$ cat config.mk
export PLATFORM = sky130hd
export DESIGN_NAME = sst_front
export DESIGN_NICKNAME = d
export VERILOG_FILES = /design/src/sst_pkg.sv /design/src/sst_front.sv
export SDC_FILE = /design/constraint.sdc
export NUM_CORES = 1
export LEC_CHECK = 0
export BUFFER_PORTS_ARGS = -buffer_cell sky130_fd_sc_hd__buf_4
export CORE_ASPECT_RATIO = 1.5
export CORE_MARGIN = 2
export CORE_UTILIZATION = 30
export CTS_CLUSTER_DIAMETER = 100
export DETAILED_ROUTE_END_ITERATION = 7
export PLACE_DENSITY_LB_ADDON = 0.12
export SYNTH_ARGS = -nofsm -noshare
export SYNTH_HDL_FRONTEND = slang
export SYNTH_SLANG_ARGS = --single-unit
$ cat constraint.sdc
create_clock -name clk -period 2.9 [get_ports clk]
set_input_delay 0.29 -clock clk [delete_from_list [all_inputs] [get_ports clk]]
set_output_delay 0.29 -clock clk [all_outputs]
set_load 0.05 [all_outputs]
$ cat src/sst_pkg.sv
// Shared types and constants for the surrogate straddle tracker.
// Used by sst_front, sst_back and the top level; depends on nothing.
package sst_pkg;

	localparam int BIN_W = 10;
	localparam int VAL_W = 20;
	localparam int CNT_W = 17;
	localparam int NB_W = 11;
	localparam int EP_W = 4;
	localparam int IN_DATA_W = 56;
	localparam int OUT_DATA_W = 32;

	localparam int QDEPTH = 4;
	localparam int QPTR_W = 2;
	localparam int QCNT_W = 3;

	localparam int MAX_BINS_DEF = 1024;
	localparam logic [NB_W-1:0] NUM_BINS_RST = 11'd1024;
	localparam logic [CNT_W-1:0] MAX_SURR_RST = 17'd105178;

	localparam logic CMD_CLEAR = 1'b0;

	localparam logic REG_NUM_BINS = 1'b0;
	localparam logic REG_MAX_SURR = 1'b1;

	localparam logic [1:0] KIND_CLEAR = 2'd0;
	localparam logic [1:0] KIND_SAMPLE = 2'd1;
	localparam logic [1:0] KIND_OUTSIDE = 2'd2;

	localparam logic [1:0] BS_PENDING = 2'd0;
	localparam logic [1:0] BS_STRADDLED = 2'd1;
	localparam logic [1:0] BS_DONE = 2'd2;

	typedef struct packed {
		logic [1:0] kind;
		logic [BIN_W-1:0] bin_index;
		logic [VAL_W-1:0] data_value;
		logic [VAL_W-1:0] surrogate_value;
		logic last_bin;
	} item_t;

	typedef struct packed {
		logic [EP_W-1:0] tag;
		logic done;
		logic [CNT_W-1:0] number;
	} entry_t;

endpackage

$ cat src/sst_front.sv
// Front part of the tracker: accepts input words, classifies them and queues them.
// Depends on sst_pkg; active_bins and hold come from sst_back.
module sst_front #(
	parameter int MAX_BINS = sst_pkg::MAX_BINS_DEF,
	localparam int EW = ($clog2(MAX_BINS + 1) > sst_pkg::NB_W) ?
		$clog2(MAX_BINS + 1) : sst_pkg::NB_W
) (
	input  logic clk,
	input  logic arst_n,
	input  logic s_tvalid,
	output logic s_tready,
	input  logic [sst_pkg::IN_DATA_W-1:0] s_tdata,
	input  logic s_tuser,
	input  logic s_tlast,
	input  logic [EW-1:0] active_bins,
	input  logic hold,
	output logic q_valid,
	input  logic q_ready,
	output sst_pkg::item_t q_item
);

	sst_pkg::item_t queue_q [sst_pkg::QDEPTH];
	logic [sst_pkg::QPTR_W-1:0] wr_ptr_q;
	logic [sst_pkg::QPTR_W-1:0] rd_ptr_q;
	logic [sst_pkg::QCNT_W-1:0] count_q;
	sst_pkg::item_t in_item;
	logic push;
	logic pop;

	always_comb begin
		in_item.bin_index = s_tdata[sst_pkg::BIN_W-1:0];
		in_item.data_value = s_tdata[sst_pkg::BIN_W +: sst_pkg::VAL_W];
		in_item.surrogate_value = s_tdata[sst_pkg::BIN_W + sst_pkg::VAL_W +: sst_pkg::VAL_W];
		in_item.last_bin = s_tlast;
		if (s_tuser == sst_pkg::CMD_CLEAR) begin
			in_item.kind = sst_pkg::KIND_CLEAR;
		end else if (EW'(s_tdata[sst_pkg::BIN_W-1:0]) < active_bins) begin
			in_item.kind = sst_pkg::KIND_SAMPLE;
		end else begin
			in_item.kind = sst_pkg::KIND_OUTSIDE;
		end
	end

	assign s_tready = (count_q != sst_pkg::QCNT_W'(sst_pkg::QDEPTH)) && !hold;
	assign push = s_tvalid && s_tready;
	assign q_valid = (count_q != '0);
	assign pop = q_valid && q_ready;
	assign q_item = queue_q[rd_ptr_q];

	always_ff @(posedge clk) begin
		if (push) begin
			queue_q[wr_ptr_q] <= in_item;
		end
	end

	always_ff @(posedge clk or negedge arst_n) begin
		if (!arst_n) begin
			wr_ptr_q <= '0;
			rd_ptr_q <= '0;
			count_q <= '0;
		end else begin
			if (push) begin
				wr_ptr_q <= wr_ptr_q + 1'b1;
			end
			if (pop) begin
				rd_ptr_q <= rd_ptr_q + 1'b1;
			end
			if (push && !pop) begin
				count_q <= count_q + 1'b1;
			end else if (pop && !push) begin
				count_q <= count_q - 1'b1;
			end
		end
	end

endmodule

==> qor.csv, run 1 <==
metric;value;unit
synthFlopType;edfxtp_1;
design_area;11000;um^2
maxSlewHeadroom;63.1;%
synth.area.top_cells;edfxtp_1, mux4_2, dfrtp_1;
insertion_delay;0.50;ns
worstPathMaxFanout;24;
clk_pin_slew;0.06;ns
syn-num-nets;435;
dr_total_vias;4094;
n_fill_cell;2450;
cts_buffers;23;
status;complete, no violations;
leakage;3.88;nW
grt_usage;11.7;%
clk_path_buf_depth;3;
post_cts_buffers;0;
yosysSeqAreaShare;78.1;%
cts_tree;done;
synth_area_per_cell;24.2;um^2
hold_path.class;in -> reg;
syn_to_final_growth;30.8;%
drtIter0Drc;205;
grt_max_degree;33;
coreArea;27300;um^2
p_total;11.1;mW
rsz0062_at_grt;no;
drive_gt1_share;40.0;%
setup_violations;0;
routabilityCongestion;0.677;
ctsResizeCount;0;
synth-seq-cells;219;
antenna_cells;0;
drt_pre_antenna_iters;4;
synth-edff-count;212;
max_slew.worst_pin.slew;0.553;ns
portBuffers;122;
cp-start-kind;register;
ctsHoldBuffers;52;
grt_antenna_before_repair;0;
grt_pass1_vias;4519;
cp.required;2.61;ns
final_nets;635;
regArea;6550;um^2
clock-sinks;219;
die_area;29300;um^2
slew_viol_final;0;
grt_pass1_wl;26000;um
async_flop_share;3.20;%
peakVddDrop;0.426;mV
synth_top_cell_by_area;edfxtp_1;
ys_types;29;
cts-root-buf;clkbuf_16;
dpl-instance-area;9710;um^2
drc_errors;0;
overflow;0;
finalCoreUtilization;40.1;%
fmax;382;MHz
placementRows;74;
synth_top_area_share;76.0;%
yosysWarnings;0;
final_antenna_net_count;0;
wire_per_inst;18.9;um
initial_core_util;30.7;%
worst-setup-path-type;reg -> out;
finalClockSkew;0.0141;ns
postSynthCellCount;346;
finalCritPeriodShare;90.2;%
p_per_area;1020;nW/um^2
finalHoldViolCount;0;
setup_tns;0;ns
min_period;2.62;ns
die_height;209;um
cp-end-kind;output pin;
htreeDepth;1;
place_hpwl;10300;um
vias_per_cell;4.52;
wl;17100;um
io_pins;129;
die_width;140;um
maxCapViolations;0;
multi_input_area;1650;um^2
critPathArrivalTime;2.33;ns
syn_area;8380;um^2
sequential cells by signal (all words and copies together), names as in the netlist:
| register | flops |
|---|---|
| rd_ptr_q | 2 |
| queue_q | 212 |
| wr_ptr_q | 2 |
| count_q | 3 |
metal layers:
layer | global-route usage (%) | part of all wire (%) | vias to the layer above
met4 | 3.38 | 1.6 | 0
li1 | - | - | 1859
met5 | 0 | 0 | -
met1 | 14.0 | 40 | 2131
met2 | 21.5 | 55 | 86
met3 | 1.99 | 3.9 | 18
cells in the final DEF (no fill, tap or decap), types with 2 or more instances in the layout:
cell           synthesis  final
dlygate4sd3_1          0     52
edfxtp_1             212    212
clkinv_2               0      4
mux4_1                 5      5
ha_1                  14     14
nor2_1                 2      2
clkinv_1               0      3
mux4_2                48     48
and3_2                 0      4
a21o_1                 2      2
bufinv_16              0      2
mux2_2                 2      2
a21oi_1                3      3
buf_4                  0    133
clkbuf_1               0      7
buf_12                 5      2
inv_1                 12     12
xor2_1                 2      2
nand2_1                4      4
xnor2_1                4      4
dfrtp_1                7      5
clkbuf_16              0     23
cell usage after synthesis, drive strengths merged, types with 2 or more instances:
cell type  instances
mux4              53
edfxtp           212
xnor2              4
and3               5
mux2               2
buf               12
dfrtp              7
nand2              4
a21oi              4
inv               12
a21o               2
xor2               2
nor2               2
ha                14
kinds of logic after synthesis:
group	synth area share [%]
muxes	14.7
buffers and inverters	2.23
adders and majority gates	2.33
and+or+nand+nor	1.18
DFF	78.1
xor gates and xnor gates	0.627
AOI/OAI and AO/OA	0.792
through the flow:
step	setup slack [ns]	instances	hold WS (ns)
after global routing	0.135	905	0.0551
after detailed placement	0.728	811	0.108
final	0.284	905	0.0726
after global placement	0.725	811	0.108
after floorplan	0.0416	346	-0.00559
after CTS	0.182	905	0.0466
worst max-delay path: stages, from the launching register on:
cell and delay (ns):
dfrtp_4 0.77, buf_4 0.31, mux4_2 0.54, buf_4 0.21
power by group:
group          switching, mW  leakage, nW  internal, mW
logic                   2.68         1.52          1.56
registers              0.202         2.00          3.87
clock network           1.16        0.356          1.65
total                   4.04         3.88          7.09
path summary, 6_finish.rpt:
kind,start,endpoint,slack [ns],cells after the start
min reg2reg,count_q[2]$_DFFE_PN0P_,count_q[2]$_DFFE_PN0P_,0.52,1
max,rd_ptr_q[0]$_DFFE_PN0P_,q_item[24],0.28,3
min in group asynchronous,arst_n,count_q[1]$_DFFE_PN0P_,0.12,2
max reg2reg,count_q[1]$_DFFE_PN0P_,count_q[2]$_DFFE_PN0P_,0.78,8
max in group asynchronous,arst_n,rd_ptr_q[0]$_DFFE_PN0P_,2.64,2
min,q_ready,rd_ptr_q[1]$_DFFE_PN0P_,0.07,3
layout make-up:
type / count / share of cell area [%]
clock buffers: 30 / 5.49
inverters: 12 / 0.411
multi-input cells: 103 / 15.1
flip-flops and latches: 219 / 59.7
repair buffers: 187 / 14.2
clock inverters: 12 / 1.14
well taps: 342 / 3.91
Note: power is estimated with default switching activity, not from simulation.
==> inputs of run 2 (changes only) <==
--- a/config.mk
+++ b/config.mk
@@ -9,9 +9,11 @@
 export CORE_ASPECT_RATIO = 1.5
 export CORE_MARGIN = 2
 export CORE_UTILIZATION = 30
+export CTS_BUF_LIST = sky130_fd_sc_hd__clkbuf_8 sky130_fd_sc_hd__clkbuf_16
 export CTS_CLUSTER_DIAMETER = 100
 export DETAILED_ROUTE_END_ITERATION = 7
 export PLACE_DENSITY_LB_ADDON = 0.12
+export SETUP_SLACK_MARGIN = 0.15
 export SYNTH_ARGS = -nofsm -noshare
 export SYNTH_HDL_FRONTEND = slang
 export SYNTH_SLANG_ARGS = --single-unit
==> run 2 against run 1 <==
Effect of this change:
- critical path depth unchanged
- non-clock buffer count decreased by 2
- cell count decreased by 0.77%
- worst hold slack improved by 0.018 ns
- wire length increased by 2.7%
- critical path type unchanged
- critical endpoint is now q_item[0]
==> qor.csv, run 2 (synthesis gave the netlist of run 1 again) <==
metric;value;unit
fmax;392;MHz
rsz0062_at_grt;no;
slew_viol_final;0;
regMostFlops;queue_q;
reg2reg_from;count_q[0]$_DFFE_PN0P_;
dpl-instance-area;9750;um^2
routabilityCongestion;0.691;
layout_commonest_cell;edfxtp_1;
post_cts_buffers;0;
grt_pass1_vias;4630;
crit_slowest_cell;dfrtp_4;
grt_pass1_wl;27000;um
critPathArrivalTime;2.26;ns
clock-sinks;219;
path_depth;3;
crit_chain;buf_12 > mux4_1 > buf_4;
wl;17600;um
cp-end-kind;output pin;
initial_core_util;30.7;%
cts_buffers;22;
drive_gt1_share;39.7;%
max_slew.worst_pin.slew;0.582;ns
final_antenna_net_count;0;
placementRows;74;
drc_errors;0;
cp-start-kind;register;
setup_tns;0;ns
place_hpwl;11000;um
cp_slowest_stage_delay;0.63;ns
cp.required;2.61;ns
n_fill_cell;2454;
status;complete, no violations;
clk_path_buf_depth;3;
maxCapViolations;0;
io_pins;129;
portBuffers;122;
worstPathMaxFanout;24;
grt_antenna_before_repair;2;
overflow;0;
cts-root-buf;clkbuf_16;
die_height;209;um
grt_max_degree;46;
hold_path_depth;3;
coreArea;27300;um^2
cp_top_family;flip-flops;
cp-startpoint;rd_ptr_q[0]$_DFFE_PN0P_;
min_period;2.55;ns
final_nets;632;
syn_to_final_growth;30.9;%
finalHoldViolCount;0;
design_area;11000;um^2
insertion_delay;0.50;ns
wire_per_inst;19.6;um
crit_buf_inv;2;
layout_setup_ws;0.348;ns
use_met1;14.5;%
clk_pin_slew;0.06;ns
vias_per_cell;4.52;
drtIter0Drc;162;
maxSlewHeadroom;61.2;%
most-common-layout-cells;edfxtp_1, buf_4, dlygate4sd3_1;
p_per_area;1010;nW/um^2
setup_violations;0;
regArea;6550;um^2
finalClockSkew;0.0189;ns
top_regs;queue_q: 212 flops, count_q: 3 flops;
grt.busiest_layer;met2;
die_area;29300;um^2
use_met3;2.36;%
leakage;3.86;nW
drt_pre_antenna_iters;4;
finalCritPeriodShare;88.0;%
whs;0.0908;ns
dp_slack;0.764;ns
hold_path.class;in -> reg;
largest_reg_flops;212;
peakVddDrop;0.377;mV
dr_total_vias;4061;
grt_usage;12.0;%
worst-setup-path-type;reg -> out;
cts_tree;done;
grt_use_met2;21.9;%
htreeDepth;1;
hold_start;q_ready;
die_width;140;um
ff2ff_path_depth;9;
multi_input_area;1670;um^2
==> run 2: changes by cell type in the layout (fill, tap and decap cells not counted), moves of 2 or more <==
cell	delta
clkbuf_1	-7
and3_4	+4
and3_2	-4
inv_1	+2
diode_2	+2
buf_12	+3
buf_4	-5
clkinv_2	-2
==> run 2: what timing repair did <==
item,in CTS,in global routing
hold endpoints to repair,209,0
resized for setup,0,0
hold buffers,52,0
==> run 2: worst min-delay path: stages <==
cell     delay, ns
buf_4         0.12
nand3_1       0.08
xnor2_1       0.06
==> run 2: report_power, final <==
group          internal (mW)  switching (mW)
clock                   1.60            1.15
sequential              3.87           0.163
combinational           1.57            2.74
==> run 2: layer usage <==
layer  wire length, um  share of wire [%]
met3               874                5.0
met2              9560                 54
met4               293                1.7
met1              6850                 39
met5                 0                  0
==> run 2: final cells by class <==
type,instances,share of cell area (%)
inverter,12,0.411
timing repair buffer,185,14.4
tap,342,3.90
antenna,2,0.0457
clock buffer,23,5.25
multi-input combinational,103,15.2
sequential,219,59.7
clock inverter,12,1.02
==> run 2: final timing paths <==
path,end,slack (ns)
max,q_item[0],0.35
max in group asynchronous,rd_ptr_q[0]$_DFFE_PN0P_,2.62
min,rd_ptr_q[1]$_DFFE_PN0P_,0.09
min reg2reg,count_q[2]$_DFFE_PN0P_,0.52
max reg2reg,count_q[2]$_DFFE_PN0P_,0.76
min in group asynchronous,count_q[2]$_DFFE_PN0P_,0.14
==> run 2: metrics by stage <==
step	instances	total power, mW	utilization, %
finish	898	11.1	40.1
global route	898	11.6	40.1
CTS	896	11.3	40.1
detailed placement	809	8.46	35.7
global placement	809	8.40	35.7
floorplan	346	7.24	-
==> inputs of run 3 (changes only) <==
==> constraint.sdc (replaced) <==
create_clock -name clk -period 2.8 [get_ports clk]
set_input_delay 0.28 -clock clk [delete_from_list [all_inputs] [get_ports clk]]
set_output_delay 0.28 -clock clk [all_outputs]
set_load 0.05 [all_outputs]
==> run 3 against run 2 <==
Effect of this change:
- register-to-register slack worse by 0.15 ns
- die area is the same
- highest routed layer unchanged
- flip-flop and latch count did not move
==> qor.csv, run 3 (synthesis gave the netlist of run 1 again) <==
metric;value;unit
status;complete, no violations;
worstPathMaxFanout;17;
leakage;3.92;nW
initial_core_util;30.7;%
grt_pass1_vias;4618;
crit_chain;buf_4 > mux4_2 > buf_4;
top_regs;queue_q: 212 flops, count_q: 3 flops;
maxSlewHeadroom;64.7;%
portBuffers;122;
peakVddDrop;0.461;mV
final_cells;906;
clock-sinks;219;
p_total;11.7;mW
dr_total_vias;4086;
drive_gt1_share;40.1;%
crit_buf_inv;2;
clk_pin_slew;0.06;ns
setup_violations;0;
max_slew.worst_pin.slew;0.529;ns
cp_top_family;flip-flops;
wl;17400;um
insertion_delay;0.49;ns
final_antenna_net_count;0;
post_cts_buffers;0;
layout_commonest_cell;edfxtp_1;
crit_slowest_cell;dfrtp_4;
wire_per_inst;19.2;um
grt_max_degree;31;
dpl-instance-area;9790;um^2
ctsResizeCount;0;
finalHoldViolCount;0;
most-common-layout-cells;edfxtp_1, buf_4, dlygate4sd3_1;
cp-end-kind;output pin;
place_hpwl;10900;um
p_per_area;1060;nW/um^2
finalClockSkew;0.00703;ns
largest_reg_flops;212;
cts_tree;done;
cts-root-buf;clkbuf_16;
die_area;29300;um^2
finalCritPeriodShare;89.4;%
min_period;2.50;ns
routabilityCongestion;0.711;
die_width;140;um
io_pins;129;
grt_antenna_before_repair;1;
die_height;209;um
maxCapViolations;0;
cp_slowest_stage_delay;0.67;ns
regMostFlops;queue_q;
hold_path.class;in -> reg;
grt_usage;11.8;%
rsz0062_at_grt;no;
cpMostUsedCell;buf_4;
clk_path_buf_depth;3;
cts_buffers;23;
drtIter0Drc;186;
critPathArrivalTime;2.22;ns
drt_pre_antenna_iters;6;
placementRows;74;
vias_per_cell;4.51;
worst-setup-path-type;reg -> out;
grt_pass1_wl;26300;um
n_fill_cell;2422;
placedCellCount;813;
cp.required;2.52;ns
setup_tns;0;ns
cp-start-kind;register;
syn_to_final_growth;32.2;%
htreeDepth;1;
fmax;399;MHz
design_area;11100;um^2
final_nets;637;
overflow;0;
slew_viol_final;0;
coreArea;27300;um^2
drc_errors;0;
run 3: cell count changes in the layout (fill, tap and decap cells not counted), sizes merged:
cell / before / now
buf: 133 / 137
bufinv: 2 / 4
clkinv: 6 / 10
clkinvlp: 1 / 0
diode: 2 / 1
run 3: stage by stage:
| step | hold WS [ns] | setup slack [ns] | utilization, % |
|---|---|---|---|
| 2_1_floorplan | -0.0156 | 0.475 | - |
| 6_report | 0.0844 | 0.297 | 40.5 |
| 4_1_cts | 0.0630 | 0.204 | 40.5 |
| 5_1_grt | 0.0778 | 0.176 | 40.5 |
| 3_5_place_dp | 0.100 | 0.618 | 35.8 |
| 3_3_place_gp | 0.0967 | 0.739 | 35.8 |
run 3: final cells by class:
| class | count | area (um^2) | share of cell area (%) |
|---|---|---|---|
| Sequential cell | 219 | 6550 | 59.1 |
| Multi-Input combinational cell | 103 | 1670 | 15.1 |
| Timing Repair Buffer | 189 | 1620 | 14.7 |
| Clock buffer | 23 | 576 | 5.20 |
| Tap cell | 342 | 428 | 3.87 |
| Clock inverter | 17 | 181 | 1.64 |
| Inverter | 12 | 45.0 | 0.407 |
| Antenna cell | 1 | 2.50 | 0.0226 |
run 3: layer usage:
layer	global-route usage [%]	vias up	routed length, um
li1	-	1854	-
met1	13.8	2115	6800
met2	22.1	93	9480
met3	2.11	24	790
met4	3.20	0	285
met5	0	-	0
run 3: final timing paths:
check                                              from                       to  slack, ns  cells past startpoint
worst min-delay path                            q_ready  rd_ptr_q[1]$_DFFE_PN0P_       0.08                      3
worst min register to register   count_q[0]$_DFFE_PN0P_   count_q[0]$_DFFE_PN0P_       0.56                      1
worst max register to register   count_q[0]$_DFFE_PN0P_   count_q[2]$_DFFE_PN0P_       0.61                      9
max in group asynchronous                        arst_n  rd_ptr_q[0]$_DFFE_PN0P_       2.51                      2
worst max-delay path            rd_ptr_q[0]$_DFFE_PN0P_               q_item[25]       0.30                      3
min in group asynchronous                        arst_n  rd_ptr_q[1]$_DFFE_PN0P_       0.14                      2
run 3: power breakdown:
part	switching, mW	leakage, nW	internal (mW)
sequential	0.239	2.00	4.01
combinational	2.78	1.54	1.67
clock	1.18	0.378	1.86
total	4.20	3.92	7.54
run 3: timing repair:
| item | 4_1_cts | 5_1_grt |
|---|---|---|
| setup endpoints to repair | 0 | 0 |
| endpoints found under the hold margin | 211 | 0 |
| hold buffers | 52 | 0 |
run 3: worst reg2reg max path: cells and delay by family (launching register included):
| kind | cells | cell delay [ns] |
|---|---|---|
| buffers and inverters | 1 | 0.06 |
| adder cells (fa/ha/maj) | 2 | 0.57 |
| AO/OA/AOI/OAI | 1 | 0.29 |
| flip-flops | 1 | 0.42 |
| XOR/XNOR | 2 | 0.34 |
| AND/OR/NAND/NOR | 3 | 0.42 |
